[config.mk]
export PLATFORM = sky130hd
export DESIGN_NAME = x86_alu_with_flags
export DESIGN_NICKNAME = d
export VERILOG_FILES = /design/src/rtl/x86alu_pkg.sv /design/src/rtl/x86_alu_with_flags.sv
export SDC_FILE = /design/constraint.sdc
export NUM_CORES = 1
export LEC_CHECK = 0
export BUFFER_PORTS_ARGS = -buffer_cell sky130_fd_sc_hd__buf_2
export CAP_MARGIN = 20
export CORE_MARGIN = 3
export CORE_UTILIZATION = 60
export DETAILED_ROUTE_END_ITERATION = 6
export GPL_TIMING_DRIVEN = 0
export PLACE_DENSITY = 0.89
export SKIP_LAST_GASP = 1
export SYNTH_ARGS = -nofsm -noshare
export SYNTH_HDL_FRONTEND = slang
export SYNTH_SLANG_ARGS = --single-unit
[constraint.sdc]
create_clock -name clk -period 15.1 [get_ports clk]
set_clock_uncertainty 0.2 [all_clocks]
set_input_delay 3.02 -clock clk [delete_from_list [all_inputs] [get_ports clk]]
set_output_delay 3.02 -clock clk [all_outputs]
set_load 0.02 [all_outputs]
[src/rtl/x86alu_pkg.sv]
package x86alu_pkg;

	localparam int unsigned DATA_W  = 64;
	localparam int unsigned HALF_W  = 32;
	localparam int unsigned FLAGS_W = 32;

	typedef logic [2:0]         alu_op_t;
	typedef logic [DATA_W-1:0]  data_t;
	typedef logic [FLAGS_W-1:0] flags_t;

	localparam alu_op_t OP_ADD = 3'd0;
	localparam alu_op_t OP_OR  = 3'd1;
	localparam alu_op_t OP_ADC = 3'd2;
	localparam alu_op_t OP_SBB = 3'd3;
	localparam alu_op_t OP_AND = 3'd4;
	localparam alu_op_t OP_SUB = 3'd5;
	localparam alu_op_t OP_XOR = 3'd6;
	localparam alu_op_t OP_CMP = 3'd7;

	// Flag bit positions
	localparam int unsigned CF_BIT = 0;
	localparam int unsigned AF_BIT = 4;
	localparam int unsigned ZF_BIT = 6;
	localparam int unsigned SF_BIT = 7;
	localparam int unsigned OF_BIT = 11;
	localparam int unsigned PB_LSB = 24;

	// Bits of the incoming flags word that survive an update
	localparam flags_t KEEP_WITH_CF = 32'h00ff_f72f;
	localparam flags_t KEEP_NO_CF   = 32'h00ff_f72e;

	localparam data_t MASK_NARROW = {{(DATA_W-HALF_W){1'b0}}, {HALF_W{1'b1}}};

endpackage

[src/rtl/x86_alu_with_flags.sv]
// Channel   Direction  Handshake        Payload
// command   in         start / busy     op, wide, operand_x, operand_y, flags_in,
//                                       write_back, keep_carry
// result    out        done (strobe)    result, flags_out, write_enable, unsupported
//
// One transaction per cycle; busy is held low, so start is accepted at every edge.
// The datapath is an operand register, then the adder/logic path (one
// 65-bit add) feeding the result register.
// done pulses for exactly one cycle per transaction; the receiver cannot stall.
// arst_n clears the valid bits of both stages; payload registers are not reset.
module x86_alu_with_flags (
	input  logic                       clk,
	input  logic                       arst_n,
	input  logic                       start,
	output logic                       busy,
	input  x86alu_pkg::alu_op_t        op,
	input  logic                       wide,
	input  x86alu_pkg::data_t          operand_x,
	input  x86alu_pkg::data_t          operand_y,
	input  x86alu_pkg::flags_t         flags_in,
	input  logic                       write_back,
	input  logic                       keep_carry,
	output logic                       done,
	output x86alu_pkg::data_t          result,
	output x86alu_pkg::flags_t         flags_out,
	output logic                       write_enable,
	output logic                       unsupported
);

	logic                   valid_s1;
	x86alu_pkg::alu_op_t    op_s1;
	logic                   wide_s1;
	x86alu_pkg::data_t      x_s1;
	x86alu_pkg::data_t      y_s1;
	x86alu_pkg::flags_t     flags_s1;
	logic                   wb_s1;
	logic                   keep_s1;

	logic                   valid_s2;
	x86alu_pkg::data_t      result_s2;
	x86alu_pkg::flags_t     flags_s2;
	logic                   we_s2;
	logic                   unsup_s2;

	x86alu_pkg::data_t      mask;
	x86alu_pkg::data_t      xm;
	x86alu_pkg::data_t      ym;
	logic                   is_sub;
	logic [x86alu_pkg::DATA_W:0] sum;
	x86alu_pkg::data_t      z_raw;
	x86alu_pkg::data_t      z;
	x86alu_pkg::data_t      ov_vec;
	logic                   is_arith;
	logic                   is_unsup;
	logic                   cf;
	logic                   af;
	logic                   of;
	logic                   sf;
	x86alu_pkg::flags_t     f_new;

	assign busy = 1'b0;

	always_ff @(posedge clk or negedge arst_n) begin
		if (!arst_n) begin
			valid_s1 <= 1'b0;
		end else begin
			valid_s1 <= start;
		end
	end

	always_ff @(posedge clk) begin
		if (start) begin
			op_s1    <= op;
			wide_s1  <= wide;
			x_s1     <= operand_x;
			y_s1     <= operand_y;
			flags_s1 <= flags_in;
			wb_s1    <= write_back;
			keep_s1  <= keep_carry;
		end
	end

	assign mask   = wide_s1 ? '1 : x86alu_pkg::MASK_NARROW;
	assign xm     = x_s1 & mask;
	assign ym     = y_s1 & mask;
	assign is_sub = (op_s1 == x86alu_pkg::OP_SUB) || (op_s1 == x86alu_pkg::OP_CMP);

	// x + y, or x + ~y + 1; bit 64 is the borrow for subtract
	assign sum = {1'b0, xm} + (is_sub ? ~{1'b0, ym} : {1'b0, ym})
		+ {{x86alu_pkg::DATA_W{1'b0}}, is_sub};

	always_comb begin
		z_raw    = '0;
		is_arith = 1'b0;
		is_unsup = 1'b0;
		unique case (op_s1)
			x86alu_pkg::OP_ADD: begin
				z_raw    = sum[x86alu_pkg::DATA_W-1:0];
				is_arith = 1'b1;
			end
			x86alu_pkg::OP_OR:  z_raw = xm | ym;
			x86alu_pkg::OP_AND: z_raw = xm & ym;
			x86alu_pkg::OP_XOR: z_raw = xm ^ ym;
			x86alu_pkg::OP_SUB, x86alu_pkg::OP_CMP: begin
				z_raw    = sum[x86alu_pkg::DATA_W-1:0];
				is_arith = 1'b1;
			end
			x86alu_pkg::OP_ADC, x86alu_pkg::OP_SBB: is_unsup = 1'b1;
			default: is_unsup = 1'b1;
		endcase
	end

	assign z = z_raw & mask;

	// Narrow add carries out of bit 32; the borrow of a subtract always lands in bit 64
	assign cf = (is_sub || wide_s1) ? sum[x86alu_pkg::DATA_W] : sum[x86alu_pkg::HALF_W];
	assign af = xm[4] ^ ym[4] ^ z[4];
	assign ov_vec = is_sub ? ((xm ^ ym) & (z ^ xm)) : ((z ^ xm) & (z ^ ym));
	assign of = wide_s1 ? ov_vec[x86alu_pkg::DATA_W-1] : ov_vec[x86alu_pkg::HALF_W-1];
	assign sf = wide_s1 ? z[x86alu_pkg::DATA_W-1] : z[x86alu_pkg::HALF_W-1];

	always_comb begin
		f_new = flags_s1 & (keep_s1 ? x86alu_pkg::KEEP_WITH_CF : x86alu_pkg::KEEP_NO_CF);
		f_new[x86alu_pkg::ZF_BIT] = (z == '0);
		f_new[x86alu_pkg::SF_BIT] = sf;
		if (is_arith) begin
			if (!keep_s1) begin
				f_new[x86alu_pkg::CF_BIT] = cf;
			end
			f_new[x86alu_pkg::AF_BIT] = af;
			f_new[x86alu_pkg::OF_BIT] = of;
		end
		f_new[x86alu_pkg::PB_LSB +: 8] = z[7:0];
	end

	always_ff @(posedge clk or negedge arst_n) begin
		if (!arst_n) begin
			valid_s2 <= 1'b0;
		end else begin
			valid_s2 <= valid_s1;
		end
	end

	always_ff @(posedge clk) begin
		if (valid_s1) begin
			result_s2 <= is_unsup ? '0 : z;
			flags_s2  <= is_unsup ? flags_s1 : f_new;
			we_s2     <= wb_s1 && !is_unsup;
			unsup_s2  <= is_unsup;
		end
	end

	assign done         = valid_s2;
	assign result       = result_s2;
	assign flags_out    = flags_s2;
	assign write_enable = we_s2;
	assign unsupported  = unsup_s2;

	a_latency: assert property (@(posedge clk) disable iff (!arst_n)
		start |=> ##1 done)
		else $error("accepted transaction did not complete two cycles later");

	a_unsup_quiet: assert property (@(posedge clk) disable iff (!arst_n)
		done && unsupported |-> result == '0 && !write_enable)
		else $error("unsupported op produced a result or write enable");

	a_parity_byte: assert property (@(posedge clk) disable iff (!arst_n)
		done && !unsupported |-> flags_out[x86alu_pkg::PB_LSB +: 8] == result[7:0])
		else $error("parity byte does not match result low byte");

	a_zero_flag: assert property (@(posedge clk) disable iff (!arst_n)
		done && !unsupported |-> flags_out[x86alu_pkg::ZF_BIT] == (result == '0))
		else $error("zero flag disagrees with result");

	a_narrow: assert property (@(posedge clk) disable iff (!arst_n)
		start && !wide |=> ##1 (result[x86alu_pkg::DATA_W-1:x86alu_pkg::HALF_W] == '0))
		else $error("narrow operation left upper result bits set");

endmodule
==> metrics.cfg <==
[synth]
synth_area_per_cell_um2 = 10.5
synth_edf_count = 264
netlist_area_um2 = 18200
yosysTopAreaCellShare_pct = 43.7
synth.distinct_cells = 85
synthesis.instances = 1733
synth_seq_cells = 266
ys_seq_area_share_pct = 43.9
nets_in_the_synthesized_netlist = 2101
synthDominantAreaCellType = sky130_fd_sc_hd__edfxtp_1
synth_top_cells_by_area = sky130_fd_sc_hd__edfxtp_1 (44%), sky130_fd_sc_hd__ha_1 (14%), sky130_fd_sc_hd__mux2i_1 (3.8%)
synth-main-ff-cell = sky130_fd_sc_hd__edfxtp_1
synth.yosys.warnings = 0
ys_async_sr_fraction_pct = 0.752

[global_routing]
grt_start_max_net_pins = 90
grt_pass1_vias = 16193
grt_util_all_layers_pct = 38.6
number_of_antenna_violations_at_the_first_check_in_global_routing = 5
grt_first_pass_wirelength_um = 95900
globalRoute.totalOverflow = 0

[floorplan]
fp.dieH_um = 180
die_area_um2 = 32400
io_pins = 269
die_width_um = 180
core-area_um2 = 29700
initial_core_util_pct = 61.1
row_count = 63

[timing]
timing.final.crit_period_ns = 7.80
whs_ns = 0.217
hold_viol = 0
grt_setup_unrepaired = false
timing.setup.tns_ns = 0
slew-limit-headroom_pct = 24.2
timing.final.crit_share_pct = 51.7
timing.fmax_ghz = 0.128
worst-slew-pin-transition_ns = 1.14
report.final.setup_viol = 0
final_critical_path_setup_slack_ns = 7.30
timing.final.max_slew_violations = 0

[pwr]
power_leakage_nw = 9.21
p_comb_share_pct = 35.8
switching_power_mw = 0.918
powerDensity_nw_per_um2 = 118
seq_power_share_pct = 38.4
power.ir.vdd_worst_mv = 0.119
cellInternalPower_mw = 1.55
netSwitchingFraction_pct = 37.2
clockPowerShare_pct = 25.9

[worst_setup_path]
criticalPathCategory = reg2reg
crit_slowest_cell = sky130_fd_sc_hd__buf_1
timing.critical_path.max_delay_family = simple AND/OR/NAND/NOR gates
crit_path_max_incr_delay_ns = 0.91
worstSetupEndpointType = flop
cp.buffers_inverters = 4
critical_path.startpoint_type = flop
worst-path-max-fanout = 10
crit_arrival_ns = 8.03
path_cells = buf_6 -> nand2_1 -> buf_1 -> buf_1 -> xnor2_1 -> ha_1 -> buf_4 -> nand2_1 -> nor2_2 -> nand4_1 -> a2111o_1 -> a2111oi_1 -> nor2_1 -> o21ai_0 -> mux2i_1 -> nand3_1 -> or4_1 -> nor4_1 -> a21o_1
cp_data_required_time_ns = 15.33

[hold_path]
hold_class = reg2reg

[route]
drc_errors = 1
finalWirelength_um = 64800
wl_per_cell_um = 26.5
ant_nets = 0
detail_route.first_pass.iterations = 7
drt-vias-per-instance = 6.54
drt_first_iter_violations = 2106
detailroute.via_count = 16006

[placed_design]
dp.final_hpwl_um = 49500
place.gp.congestion = 0.966
number_of_buffer_cells_added_on_primary_ports = 267
place_ws_ns = 7.73
place_area_um2 = 20000

[clocking]
root_buffer = sky130_fd_sc_hd__clkbuf_16
clkSlewWorstSetupHoldPaths_ns = 0.07
tritoncts.num_buffers = 28
max-clock-path-buffers = 3
clkSinkCount = 266
cts.repair.resized = 0
htree_levels = 1
hold_buffers = 0
postCtsSetupBuffers = 0
worst_skew_pair.late_latency_ns = 0.56
tritoncts = yes

[cells_and_area]
finalCoreUtilization_pct = 70.3
post_route_cells_drive_above_1_share_pct = 18.2
area.growth.synth_to_final_pct = 15.1
final_nets = 2401
layout.cells.most_common_list = sky130_fd_sc_hd__buf_2 (286), sky130_fd_sc_hd__edfxtp_1 (264), sky130_fd_sc_hd__ha_1 (198)
design_area_um2 = 20900
mostFrequentLayoutCell = sky130_fd_sc_hd__buf_2
nFillCells = 2100

[run]
max_cap_viol_count = 0

[outcome]
outcome = finished, violations left
failed_checks = design-rule violations

## cell usage after synthesis (all sizes together), types with 7 or more instances
| cell type | count |
|---|---|
| nand2 | 128 |
| xnor2 | 58 |
| nor2 | 82 |
| xor2 | 47 |
| a21oi | 100 |
| nand3 | 29 |
| nand2b | 8 |
| a21o | 38 |
| buf | 39 |
| nor3 | 30 |
| and2 | 36 |
| o22ai | 45 |
| edfxtp | 264 |
| nand4 | 37 |
| o21a | 19 |
| a211oi | 14 |
| ha | 198 |
| nor2b | 9 |
| a31oi | 11 |
| nor4 | 7 |
| a211o | 8 |
| and3 | 13 |
| or3 | 18 |
| o21ai | 64 |
| o211ai | 13 |
| or4 | 8 |
| mux2i | 69 |
| a2111oi | 12 |
| o22a | 19 |
| inv | 151 |
| clkbuf | 53 |
| o21bai | 9 |
## cell type report
type,count,area (um^2),share of cell area [%]
clock buffers,32,737,3.53
repair buffers,270,1410,6.75
plain buffers,92,412,1.97
inverters,151,567,2.71
well taps,390,488,2.34
flip-flops and latches,266,7980,38.2
multi-input cells,1224,9200,44.0
diodes,3,7.51,0.0359
clock inverters,18,91.3,0.437
## metal layers
metal / vias up / GRT usage [%] / share of wire (%)
met5: - / 0 / 0.037
met2: 1037 / 63.9 / 47
met1: 7693 / 47.3 / 36
met4: 4 / 22.8 / 7.0
met3: 288 / 7.26 / 9.3
li1: 6984 / - / -
## metrics by stage
stage               power, mW  instances
floorplan                1.50       1733
global placement         1.78       2390
detailed placement       1.81       2392
CTS                      2.44       2442
global route             2.56       2446
finish                   2.47       2446
## registers in the layout, indices dropped and copies added (netlist names)
register / flops
done: 1
flags_out: 32
flags_s1: 32
keep_s1: 1
op_s1: 3
result: 64
unsupported: 1
valid_s1: 1
wb_s1: 1
wide_s1: 1
write_enable: 1
x_s1: 64
y_s1: 64
## worst reg2reg max path, stage by stage, from the launching register on
cell and delay [ns]:
sky130_fd_sc_hd__edfxtp_1 0.38, sky130_fd_sc_hd__buf_6 0.15, sky130_fd_sc_hd__nand2_1 0.23, sky130_fd_sc_hd__buf_1 0.70, sky130_fd_sc_hd__buf_1 0.92, sky130_fd_sc_hd__xnor2_1 0.20
sky130_fd_sc_hd__ha_1 0.35, sky130_fd_sc_hd__buf_4 0.17, sky130_fd_sc_hd__nand2_1 0.11, sky130_fd_sc_hd__nor2_2 0.19, sky130_fd_sc_hd__nand4_1 0.30, sky130_fd_sc_hd__a2111o_1 0.58
sky130_fd_sc_hd__a2111oi_1 0.64, sky130_fd_sc_hd__nor2_1 0.23, sky130_fd_sc_hd__o21ai_0 0.79, sky130_fd_sc_hd__mux2i_1 0.32, sky130_fd_sc_hd__nand3_1 0.09, sky130_fd_sc_hd__or4_1 0.51
sky130_fd_sc_hd__nor4_1 0.51, sky130_fd_sc_hd__a21o_1 0.13
## kinds of logic after synthesis
kind of cell | Yosys count | synth area share, %
other cells | 1 | 0.0207
simple gates | 431 | 12.0
flops | 266 | 43.9
xor+xnor | 105 | 5.07
mux | 71 | 3.93
fa+ha+maj | 199 | 13.8
buf+inv | 243 | 5.39
compound gates | 417 | 15.9
## final timing paths
| kind | slack (ns) | from | endpoint | depth (start not counted) |
|---|---|---|---|---|
| max in group asynchronous | 12.54 | arst_n | valid_s1 | 1 |
| max | 7.30 | op_s1[0] | flags_out[6] | 19 |
| max reg2reg | 7.30 | op_s1[0] | flags_out[6] | 19 |
| min reg2reg | 0.22 | flags_s1[19] | flags_out[19] | 0 |
| min | 0.22 | flags_s1[19] | flags_out[19] | 0 |
| min in group asynchronous | 2.04 | arst_n | done | 1 |
## power groups by stage
stage	Combinational, mW	Clock [mW]	Sequential, mW
floorplan	0.502	0	1.00
global placement	0.824	0	0.957
detailed placement	0.850	0	0.958
CTS	0.858	0.638	0.946
global route	0.940	0.671	0.952
finish	0.882	0.638	0.947
Note: power is estimated with default switching activity, not from simulation.
